**src/rtl/smar_pkg.sv**
```systemverilog
// shared constants, types and command/status structs for the scan smoother
`timescale 1ns / 1ps
`default_nettype none
package smar_pkg;

   localparam int MAX_RADIUS     = 31;
   localparam int SAMPLE_BITS    = 16;
   localparam int RADIUS_BITS    = $clog2(MAX_RADIUS + 1);
   localparam int RING_DEPTH     = 64;
   localparam int ADDR_BITS      = $clog2(RING_DEPTH);
   localparam int COUNT_BITS     = ADDR_BITS + 1;
   localparam int TAP_BITS       = ADDR_BITS + 2;
   localparam int DIVISOR_BITS   = RADIUS_BITS + 1;
   localparam int SUM_BITS       = SAMPLE_BITS + $clog2(2 * MAX_RADIUS + 1);
   localparam int DIV_CNT_BITS   = $clog2(SUM_BITS + 1);
   localparam int CSR_INDEX_BITS = 1;
   localparam int CSR_DATA_BITS  = RADIUS_BITS;

   localparam logic [CSR_INDEX_BITS-1:0] CSR_SMOOTH_ENABLE = 1'b0;
   localparam logic [CSR_INDEX_BITS-1:0] CSR_SMOOTH_RADIUS = 1'b1;
   localparam logic [RADIUS_BITS-1:0]    RADIUS_RESET      = RADIUS_BITS'(1);

   typedef enum logic [1:0] {
      SRC_PASS,
      SRC_AVG,
      SRC_RAM
   } out_src_type;

   typedef enum logic [3:0] {
      ST_IDLE,
      ST_DECIDE,
      ST_SUM,
      ST_SUM_DRAIN,
      ST_DIV_LOAD,
      ST_DIV_RUN,
      ST_EMIT_AVG,
      ST_EMIT_PASS,
      ST_SHORT_RD,
      ST_SHORT_EMIT
   } state_type;

   typedef struct packed {
      logic                   smooth_enable;
      logic [RADIUS_BITS-1:0] smooth_radius;
   } cfg_type;

   typedef struct packed {
      logic        accept;
      logic        sum_first;
      logic        sum_next;
      logic        read_tap;
      logic        short_first;
      logic        short_next;
      logic        read_short;
      logic        div_load;
      logic        div_step;
      logic        load_out;
      out_src_type out_src;
   } cmd_type;

   typedef struct packed {
      logic enable;
      logic eos;
      logic scan_short;
      logic tap_last;
      logic div_last;
      logic avg_last;
      logic short_last;
      logic out_free;
   } status_type;

endpackage
`default_nettype wire

```
**src/rtl/smar_ram.sv**
```systemverilog
// generic single-write, single-read ram with registered read data
`timescale 1ns / 1ps
`default_nettype none
module smar_ram #(
   parameter int WIDTH = 16,
   parameter int DEPTH = 64
) (
   input  wire logic                     clock,
   input  wire logic                     wr_en,
   input  wire logic [$clog2(DEPTH)-1:0] wr_addr,
   input  wire logic [WIDTH-1:0]         wr_data,
   input  wire logic                     rd_en,
   input  wire logic [$clog2(DEPTH)-1:0] rd_addr,
   output logic      [WIDTH-1:0]         rd_data
);

   logic [WIDTH-1:0] mem_ff [DEPTH];
   logic [WIDTH-1:0] rd_data_ff;

   always_ff @(posedge clock) begin
      if (wr_en) begin
         mem_ff[wr_addr] <= wr_data;
      end
      if (rd_en) begin
         rd_data_ff <= mem_ff[rd_addr];
      end
   end

   assign rd_data = rd_data_ff;

endmodule
`default_nettype wire

```
**src/rtl/smar_ctrl.sv**
```systemverilog
// sequencing state machine for the scan smoother
`timescale 1ns / 1ps
`default_nettype none
module smar_ctrl (
   input  wire logic                 clock,
   input  wire logic                 reset,
   input  wire logic                 req_valid,
   output logic                      req_stall,
   input  wire smar_pkg::status_type status,
   output smar_pkg::cmd_type         cmd
);
   import smar_pkg::*;

   state_type state_ff;
   state_type state_in;

   always_ff @(posedge clock) begin
      if (reset) begin
         state_ff <= ST_IDLE;
      end else begin
         state_ff <= state_in;
      end
   end

   // next state
   always_comb begin
      state_in = state_ff;
      unique case (state_ff)
         ST_IDLE: begin
            if (req_valid) begin
               state_in = ST_DECIDE;
            end
         end
         ST_DECIDE: begin
            if (!status.enable) begin
               state_in = ST_EMIT_PASS;
            end else if (status.scan_short) begin
               state_in = status.eos ? ST_SHORT_RD : ST_IDLE;
            end else begin
               state_in = ST_SUM;
            end
         end
         ST_SUM: begin
            if (status.tap_last) begin
               state_in = ST_SUM_DRAIN;
            end
         end
         ST_SUM_DRAIN: state_in = ST_DIV_LOAD;
         ST_DIV_LOAD:  state_in = ST_DIV_RUN;
         ST_DIV_RUN: begin
            if (status.div_last) begin
               state_in = ST_EMIT_AVG;
            end
         end
         ST_EMIT_AVG: begin
            if (status.out_free) begin
               state_in = status.avg_last ? ST_IDLE : ST_SUM;
            end
         end
         ST_EMIT_PASS: begin
            if (status.out_free) begin
               state_in = ST_IDLE;
            end
         end
         ST_SHORT_RD: state_in = ST_SHORT_EMIT;
         ST_SHORT_EMIT: begin
            if (status.out_free) begin
               state_in = status.short_last ? ST_IDLE : ST_SHORT_RD;
            end
         end
         default: state_in = ST_IDLE;
      endcase
   end

   // commands to the datapath
   always_comb begin
      cmd         = '0;
      cmd.out_src = SRC_PASS;
      req_stall   = 1'b1;
      unique case (state_ff)
         ST_IDLE: begin
            req_stall  = 1'b0;
            cmd.accept = req_valid;
         end
         ST_DECIDE: begin
            cmd.sum_first   = status.enable && !status.scan_short;
            cmd.short_first = status.enable && status.scan_short && status.eos;
         end
         ST_SUM:      cmd.read_tap = 1'b1;
         ST_DIV_LOAD: cmd.div_load = 1'b1;
         ST_DIV_RUN:  cmd.div_step = 1'b1;
         ST_EMIT_AVG: begin
            cmd.out_src  = SRC_AVG;
            cmd.load_out = status.out_free;
            cmd.sum_next = status.out_free && !status.avg_last;
         end
         ST_EMIT_PASS: begin
            cmd.out_src  = SRC_PASS;
            cmd.load_out = status.out_free;
         end
         ST_SHORT_RD: cmd.read_short = 1'b1;
         ST_SHORT_EMIT: begin
            cmd.out_src    = SRC_RAM;
            cmd.load_out   = status.out_free;
            cmd.short_next = status.out_free && !status.short_last;
         end
         default: begin
            req_stall = 1'b1;
         end
      endcase
   end

endmodule
`default_nettype wire

```
**src/rtl/smar_dp.sv**
```systemverilog
// datapath: sample ring, tap address and reflection, accumulator, divider, output word
`timescale 1ns / 1ps
`default_nettype none
module smar_dp (
   input  wire logic                                clock,
   input  wire logic                                reset,
   input  wire smar_pkg::cfg_type                   cfg,
   input  wire smar_pkg::cmd_type                   cmd,
   output smar_pkg::status_type                     status,
   input  wire logic [smar_pkg::SAMPLE_BITS-1:0]    req_distance,
   input  wire logic                                req_end_of_scan,
   output logic                                     rsp_valid,
   input  wire logic                                rsp_stall,
   output logic      [smar_pkg::SAMPLE_BITS-1:0]    rsp_smoothed,
   output logic                                     rsp_last_of_scan,
   output logic                                     rsp_short_scan
);
   import smar_pkg::*;

   logic [ADDR_BITS-1:0]         pos_ff;
   logic [COUNT_BITS-1:0]        seen_ff;
   logic [COUNT_BITS-1:0]        n_ff;
   logic [ADDR_BITS-1:0]         base_ff;
   logic [SAMPLE_BITS-1:0]       sample_ff;
   logic                         eos_ff;
   logic [ADDR_BITS-1:0]         i_ff;
   logic signed [TAP_BITS-1:0]   tap_ff;
   logic [SUM_BITS-1:0]          acc_ff;
   logic                         rd_valid_ff;
   logic [DIVISOR_BITS-1:0]      rem_ff;
   logic [SUM_BITS-1:0]          quo_ff;
   logic [DIV_CNT_BITS-1:0]      div_cnt_ff;
   logic                         rsp_valid_ff;
   logic [SAMPLE_BITS-1:0]       rsp_smoothed_ff;
   logic                         rsp_last_ff;
   logic                         rsp_short_ff;

   logic [RADIUS_BITS-1:0]       k;
   logic [COUNT_BITS-1:0]        seen_inc;
   logic [COUNT_BITS-1:0]        n_minus1;
   logic [ADDR_BITS-1:0]         n_last;
   logic [COUNT_BITS-1:0]        first_i_wide;
   logic [ADDR_BITS-1:0]         first_i;
   logic [ADDR_BITS-1:0]         i_next;
   logic signed [TAP_BITS-1:0]   k_s;
   logic signed [TAP_BITS-1:0]   n_s;
   logic signed [TAP_BITS-1:0]   tap_first;
   logic signed [TAP_BITS-1:0]   tap_next;
   logic signed [TAP_BITS-1:0]   tap_end;
   logic [TAP_BITS-1:0]          refl;
   logic [ADDR_BITS-1:0]         rd_addr;
   logic                         rd_en;
   logic [SAMPLE_BITS-1:0]       rd_data;
   logic [DIVISOR_BITS-1:0]      divisor;
   logic [DIVISOR_BITS:0]        shifted;
   logic [DIVISOR_BITS:0]        diff;
   logic                         ge;
   logic                         out_free;
   logic [SAMPLE_BITS-1:0]       out_data;
   logic                         out_last;
   logic                         out_short;

   assign k            = cfg.smooth_radius;
   assign seen_inc     = (seen_ff == COUNT_BITS'(RING_DEPTH)) ? seen_ff
                                                              : seen_ff + COUNT_BITS'(1);
   assign n_minus1     = n_ff - COUNT_BITS'(1);
   assign n_last       = n_minus1[ADDR_BITS-1:0];
   assign first_i_wide = n_minus1 - COUNT_BITS'(k);
   assign first_i      = first_i_wide[ADDR_BITS-1:0];
   assign i_next       = i_ff + ADDR_BITS'(1);
   assign k_s          = $signed(TAP_BITS'(k));
   assign n_s          = $signed(TAP_BITS'(n_ff));
   assign tap_first    = $signed(TAP_BITS'(first_i)) - k_s;
   assign tap_next     = $signed(TAP_BITS'(i_next)) - k_s;
   assign tap_end      = $signed(TAP_BITS'(i_ff)) + k_s;

   // reflect-101 at both scan edges; only the low bits are used so wrap is harmless
   always_comb begin
      if (tap_ff < 0) begin
         refl = -tap_ff;
      end else if (tap_ff >= n_s) begin
         refl = (n_s <<< 1) - TAP_BITS'(2) - tap_ff;
      end else begin
         refl = tap_ff;
      end
   end

   assign rd_addr = base_ff + (cmd.read_short ? i_ff : refl[ADDR_BITS-1:0]);
   assign rd_en   = cmd.read_tap | cmd.read_short;

   smar_ram #(
      .WIDTH (SAMPLE_BITS),
      .DEPTH (RING_DEPTH)
   ) u_ring (
      .clock   (clock),
      .wr_en   (cmd.accept),
      .wr_addr (pos_ff),
      .wr_data (req_distance),
      .rd_en   (rd_en),
      .rd_addr (rd_addr),
      .rd_data (rd_data)
   );

   // restoring divide by the odd window length, one quotient bit per cycle
   assign divisor = {k, 1'b1};
   assign shifted = {rem_ff, quo_ff[SUM_BITS-1]};
   assign diff    = shifted - {1'b0, divisor};
   assign ge      = shifted >= {1'b0, divisor};

   always_ff @(posedge clock) begin
      if (reset) begin
         pos_ff      <= '0;
         seen_ff     <= '0;
         rd_valid_ff <= 1'b0;
      end else begin
         rd_valid_ff <= cmd.read_tap;
         if (cmd.accept) begin
            pos_ff  <= pos_ff + ADDR_BITS'(1);
            seen_ff <= req_end_of_scan ? '0 : seen_inc;
         end
      end
   end

   always_ff @(posedge clock) begin
      if (cmd.accept) begin
         sample_ff <= req_distance;
         eos_ff    <= req_end_of_scan;
         n_ff      <= seen_inc;
         base_ff   <= pos_ff + ADDR_BITS'(1) - seen_inc[ADDR_BITS-1:0];
      end

      if (cmd.sum_first) begin
         i_ff   <= first_i;
         tap_ff <= tap_first;
      end else if (cmd.sum_next || cmd.short_next) begin
         i_ff   <= i_next;
         tap_ff <= tap_next;
      end else if (cmd.short_first) begin
         i_ff <= '0;
      end else if (cmd.read_tap) begin
         tap_ff <= tap_ff + TAP_BITS'(1);
      end

      if (cmd.sum_first || cmd.sum_next) begin
         acc_ff <= '0;
      end else if (rd_valid_ff) begin
         acc_ff <= acc_ff + SUM_BITS'(rd_data);
      end

      if (cmd.div_load) begin
         rem_ff     <= '0;
         quo_ff     <= acc_ff;
         div_cnt_ff <= DIV_CNT_BITS'(SUM_BITS);
      end else if (cmd.div_step) begin
         rem_ff     <= ge ? diff[DIVISOR_BITS-1:0] : shifted[DIVISOR_BITS-1:0];
         quo_ff     <= {quo_ff[SUM_BITS-2:0], ge};
         div_cnt_ff <= div_cnt_ff - DIV_CNT_BITS'(1);
      end
   end

   // output word register
   assign out_free = !rsp_valid_ff || !rsp_stall;

   always_comb begin
      case (cmd.out_src)
         SRC_AVG: begin
            out_data  = quo_ff[SAMPLE_BITS-1:0];
            out_last  = eos_ff && (i_ff == n_last);
            out_short = 1'b0;
         end
         SRC_RAM: begin
            out_data  = rd_data;
            out_last  = i_ff == n_last;
            out_short = 1'b1;
         end
         default: begin
            out_data  = sample_ff;
            out_last  = eos_ff;
            out_short = 1'b0;
         end
      endcase
   end

   always_ff @(posedge clock) begin
      if (reset) begin
         rsp_valid_ff <= 1'b0;
      end else if (cmd.load_out) begin
         rsp_valid_ff <= 1'b1;
      end else if (!rsp_stall) begin
         rsp_valid_ff <= 1'b0;
      end
   end

   always_ff @(posedge clock) begin
      if (cmd.load_out) begin
         rsp_smoothed_ff <= out_data;
         rsp_last_ff     <= out_last;
         rsp_short_ff    <= out_short;
      end
   end

   assign rsp_valid        = rsp_valid_ff;
   assign rsp_smoothed     = rsp_smoothed_ff;
   assign rsp_last_of_scan = rsp_last_ff;
   assign rsp_short_scan   = rsp_short_ff;

   assign status.enable     = cfg.smooth_enable;
   assign status.eos        = eos_ff;
   assign status.scan_short = n_ff <= COUNT_BITS'(k);
   assign status.tap_last   = tap_ff == tap_end;
   assign status.div_last   = div_cnt_ff == DIV_CNT_BITS'(1);
   assign status.avg_last   = !eos_ff || (i_ff == n_last);
   assign status.short_last = i_ff == n_last;
   assign status.out_free   = out_free;

endmodule
`default_nettype wire

```
**src/rtl/scan_moving_average_reflect_unit.sv**
```systemverilog
// top level of the scan smoother: config registers, controller and datapath
`timescale 1ns / 1ps
`default_nettype none
// Centred moving average over one scan, window 2k+1, mirrored at the scan edges
// without repeating the edge sample. One sample word is taken at a time. With
// smoothing off a word passes through the decide and emit states to the output
// register. With smoothing on, the taps of each smoothed word are summed one per
// cycle through the single read port of the 64-entry sample ring, then the sum
// goes through a one-bit-per-cycle divider of 22 steps. An end-of-scan sample
// produces the last k+1 words of the scan in turn; a scan of k or fewer samples
// is replayed unsmoothed with short_scan set. The output register lets the next
// sample be accepted while the final word waits on rsp_stall.
module scan_moving_average_reflect_unit (
   input  wire logic                                 clock,
   input  wire logic                                 reset,
   input  wire logic                                 req_valid,
   output logic                                      req_stall,
   input  wire logic [smar_pkg::SAMPLE_BITS-1:0]     req_distance,
   input  wire logic                                 req_end_of_scan,
   output logic                                      rsp_valid,
   input  wire logic                                 rsp_stall,
   output logic      [smar_pkg::SAMPLE_BITS-1:0]     rsp_smoothed,
   output logic                                      rsp_last_of_scan,
   output logic                                      rsp_short_scan,
   input  wire logic                                 csr_valid,
   output logic                                      csr_ready,
   input  wire logic [smar_pkg::CSR_INDEX_BITS-1:0]  csr_index,
   input  wire logic [smar_pkg::CSR_DATA_BITS-1:0]   csr_data
);
   import smar_pkg::*;

   cfg_type    cfg_ff;
   cmd_type    cmd;
   status_type status;

   assign csr_ready = 1'b1;

   always_ff @(posedge clock) begin
      if (reset) begin
         cfg_ff.smooth_enable <= 1'b0;
         cfg_ff.smooth_radius <= RADIUS_RESET;
      end else if (csr_valid && csr_ready) begin
         unique case (csr_index)
            CSR_SMOOTH_ENABLE: cfg_ff.smooth_enable <= csr_data[0];
            CSR_SMOOTH_RADIUS: cfg_ff.smooth_radius <= csr_data[RADIUS_BITS-1:0];
            default: ;
         endcase
      end
   end

   smar_ctrl u_ctrl (
      .clock     (clock),
      .reset     (reset),
      .req_valid (req_valid),
      .req_stall (req_stall),
      .status    (status),
      .cmd       (cmd)
   );

   smar_dp u_dp (
      .clock            (clock),
      .reset            (reset),
      .cfg              (cfg_ff),
      .cmd              (cmd),
      .status           (status),
      .req_distance     (req_distance),
      .req_end_of_scan  (req_end_of_scan),
      .rsp_valid        (rsp_valid),
      .rsp_stall        (rsp_stall),
      .rsp_smoothed     (rsp_smoothed),
      .rsp_last_of_scan (rsp_last_of_scan),
      .rsp_short_scan   (rsp_short_scan)
   );

   // an accepted sample keeps the input side closed while it is worked on
   a_busy_after_accept: assert property (@(posedge clock) disable iff (reset)
      (req_valid && !req_stall) |=> req_stall)
      else $error("input taken again right after an accepted word");

   // a new result word never overwrites one still waiting
   a_load_only_when_free: assert property (@(posedge clock) disable iff (reset)
      cmd.load_out |-> status.out_free)
      else $error("result word overwritten while stalled");

   // the output only turns valid from a controller load
   a_valid_from_load: assert property (@(posedge clock) disable iff (reset)
      $rose(rsp_valid) |-> $past(cmd.load_out))
      else $error("result valid without a load");

endmodule
`default_nettype wire

```
**config.mk**
```make
export PLATFORM = sky130hd
export DESIGN_NAME = scan_moving_average_reflect_unit
export DESIGN_NICKNAME = d
export VERILOG_FILES = /design/src/rtl/smar_pkg.sv /design/src/rtl/smar_ram.sv /design/src/rtl/smar_ctrl.sv /design/src/rtl/smar_dp.sv /design/src/rtl/scan_moving_average_reflect_unit.sv
export SDC_FILE = /design/constraint.sdc
export NUM_CORES = 1
export LEC_CHECK = 0
export BUFFER_PORTS_ARGS = -buffer_cell sky130_fd_sc_hd__buf_2
export CORE_UTILIZATION = 44
export CTS_BUF_LIST = sky130_fd_sc_hd__clkbuf_8 sky130_fd_sc_hd__clkbuf_16
export DETAILED_ROUTE_END_ITERATION = 8
export SYNTH_ARGS = -nofsm -noshare
export SYNTH_HDL_FRONTEND = slang
export SYNTH_HIERARCHICAL = 1
export SYNTH_SLANG_ARGS = --single-unit
```
**constraint.sdc**
```tcl
create_clock -name clock -period 4.5 [get_ports clock]
set_input_delay 0.45 -clock clock [delete_from_list [all_inputs] [get_ports clock]]
set_output_delay 0.45 -clock clock [all_outputs]
set_load 0.02 [all_outputs]
```
==> metrics.txt <==
Starting DRT DRC Count 2572; area of the multi-input gates 14040 µm²; Root Driver clkbuf_16; Worst-path clk slew 0.06 ns; vias in the first global route 27560; PortBufs 47; GRT Total Usage 22.30%; die width 338.0 µm; Initial Util 44.63%; Top FF cell, synth edfxtp_1; Mean Syn Cell Area 17.92 µm²; syn nets ~2900; Tcrit/Tclk final 101.3%; final slew viol count 0; crit path DAT 5.02 ns; Rows 122; most common cell after layout, fill and taps aside edfxtp_1; critical path cell sequence inv_2, ha_4, a2111o_1, o22ai_2, mux2i_1, o21ai_1, mux2_4, fa_4, buf_12, buf_16, mux4_2, mux2_4, nand2_2, nand4_1, and4_1; total gr overflow 0; critical path depth 15; DIE AREA 114200 µm²; fin crit period approximately 4.6 ns; CP Class reg2reg; Synth Instances about 2800; Fmax 219.3 MHz; hold depth 3; GP Congestion approximately 0.84; Worst path max stage delay approximately 0.93 ns; initial antenna violation count 4; normalized max-slew margin 18.43%; EDFF count, synth 1124; first-pass GRT wire length 185100 µm; crit start category flip-flop; Ant. Diodes 0; FF-to-FF Start u_dp/n_ff[5]; Placeable Area 111300 µm²; RSZ-0062 raised after global routing yes; CTS Buf Count 121; I/O pin count 49; Detailed Routing Iterations Pass 1 5; outcome complete, but fails checks; worst slew pin tran 1.224 ns; CTS tree yes; Net count, final 3230; H-Tree Depth 3; worst path required time between 4 and 5 ns; Vias 27070; R2R Setup Slk -0.06 ns; compound-gate portion of the synthesized area 5.099%; largest family of logic cells by synthesized area multiplexers; clk_skew about 0.027 ns; Worst R2R End u_dp/u_ring/rd_data[12]; Hold Crit Start csr_data[2]; # fillers 8801; sequential cell area 34910 µm²; critical path's most frequent cell mux2_4; ys async rst share 0%; FF-to-FF path depth 15; DR DRC count 0; fin util 52.15%; Via density 5.759; worst skew pair latency 0.72 ns; layout cell share with drive strength beyond 1 28.67%; synthesis-to-layout area growth 16.84%; cell family with most CP delay adder cells; Max Fanout on Critical Path 8; slowest stage cell, crit path fa_4; Yosys warnings 6; post-synthesis mux area share between 10% and 20%; register area share after synthesis 70.29%; Post-Syn Area around 50000 µm²; XOR/XNOR Fraction of Synth Area around 1.7%; CTS Buffer Depth 3; Final Setup Violations 6; routed wire length 126200 µm; Hold Path End cfg_ff[2]; Die H 338.0 µm; Final ANT Viol Nets 0; post-synth cell types 94; FF+latch count, synth 1182; CP Capture Type flip-flop; setup ws final -0.05963 ns; Hold Crit Class in2reg; worst path bufs/invs 3; DP HPWL 79890 µm; adder-cell share of the synthesized area 2.403%; wire per inst 26.85 µm; failing checks setup timing; CTS sink cnt 1182; commonest non-fill, non-tap cells in the layout edfxtp_1 (1124), buf_4 (257), mux4_2 (220); final hold violations 0; Simple-Gate Fraction of Synth Area 4.685%; largest net degree at the start of global routing 66; Max-Cap Viols 0
area by class of cell:
type | instances | area share [%]
Clock buffer | 124 | 5.347
Clock inverter | 99 | 1.177
Inverter | 55 | 0.3557
Multi-Input combinational cell | 1389 | 24.19
Sequential cell | 1182 | 60.16
Tap cell | 1488 | 3.208
Timing Repair Buffer | 363 | 5.556
how the worst max path moves through the flow:
stage | end | from | slack [ns]
after floorplan | u_dp/u_ring/mem_ff[48][0] | u_ctrl/state_ff[2] | 0.08
final | u_dp/u_ring/rd_data[12] | u_dp/n_ff[5] | -0.06
after global placement | u_dp/u_ring/rd_data[2] | u_dp/n_ff[5] | -0.58
after CTS | u_dp/u_ring/rd_data[12] | u_dp/n_ff[5] | -0.02
after detailed placement | u_dp/u_ring/rd_data[2] | u_dp/n_ff[5] | -0.49
after global routing | u_dp/u_ring/rd_data[11] | u_dp/tap_ff[1] | -0.15
routing by layer:
| metal | routed length [µm] | GRT usage [%] | up-vias |
|---|---|---|---|
| li1 | - | - | 11800 |
| met1 | 54400 | 31.27 | 14200 |
| met2 | 61260 | 36.52 | 859 |
| met3 | 6644 | 2.952 | 209 |
| met4 | 3894 | 6.460 | 4 |
| met5 | 21 | 0 | - |
cell families (layout without fill, tap and decap cells):
group,Yosys count,in the layout
buf+inv,201,641
mux,379,379
simple gates,463,463
fa+ha+maj,90,90
other cells,1,1
compound gates,360,360
flops,1182,1182
xor+xnor,96,96
repair_timing:
item | CTS | global route
hold buffers | 6 | 0
cloned | 2 | 3
gates resized for setup | 40 | 65
pin swaps | 15 | 33
buffers inserted | 14 | 32
endpoints found under the hold margin | 7 | 0
setup endpoints to repair | 16 | 16
worst min-delay path, stage by stage:
cell     delay (ns)
buf_2          0.10
nand3_1        0.08
a21oi_1        0.08
Yosys cell counts, types with 15 or more instances:
| cell type | n | area (µm²) |
|---|---|---|
| buf_6 | 25 | 281.5 |
| buf_4 | 17 | 127.6 |
| o21ai_1 | 16 | 80.08 |
| a221oi_1 | 16 | 140.1 |
| ha_1 | 81 | 1013 |
| inv_1 | 55 | 206.5 |
| mux4_2 | 220 | 4955 |
| a21oi_1 | 76 | 380.4 |
| a211oi_1 | 15 | 112.6 |
| nand4_1 | 18 | 112.6 |
| buf_2 | 38 | 190.2 |
| nor2b_1 | 46 | 287.8 |
| nand2_1 | 117 | 439.2 |
| xnor2_1 | 61 | 534.3 |
| mux2i_1 | 101 | 1011 |
| dfxtp_1 | 58 | 1161 |
| a22oi_1 | 55 | 412.9 |
| edfxtp_1 | 1124 | 33750 |
| xor2_1 | 35 | 306.5 |
| a21o_1 | 30 | 225.2 |
| clkbuf_1 | 49 | 183.9 |
| o21ai_0 | 45 | 225.2 |
| nor2_1 | 136 | 510.5 |
| nand3_1 | 46 | 230.2 |
| mux2_2 | 53 | 596.8 |
stage by stage:
| stage | TNS (ns) | hold WS (ns) | cells | area (µm²) | setup WS, ns |
|---|---|---|---|---|---|
| final | -0.1670 | 0.05930 | 4700 | 58030 | -0.05963 |
| after global routing | -1.522 | 0.02683 | 4700 | 58030 | -0.1460 |
| after CTS | -0.02182 | 0.001727 | 4665 | 57370 | -0.02182 |
| after detailed placement | -3.945 | 0.4707 | 4420 | 53190 | -0.4874 |
| after global placement | -4.196 | 0.4565 | 4420 | 53190 | -0.5778 |
| after floorplan | 0 | 0.4393 | 2772 | 49670 | 0.07726 |
registers in the layout, summed over array words and instances (netlist names), 4 cells and up:
register,flops
cfg_ff,6
u_ctrl/state_ff,4
u_dp/acc_ff,22
u_dp/base_ff,6
u_dp/div_cnt_ff,5
u_dp/i_ff,6
u_dp/n_ff,7
u_dp/pos_ff,6
u_dp/quo_ff,22
u_dp/rem_ff,6
u_dp/rsp_smoothed,16
u_dp/sample_ff,16
u_dp/seen_ff,7
u_dp/tap_ff,8
u_dp/u_ring/mem_ff,1024
u_dp/u_ring/rd_data,16
Power is not shown: default switching activity piles up to over one toggle a cycle in this logic, so the estimate is an artifact.
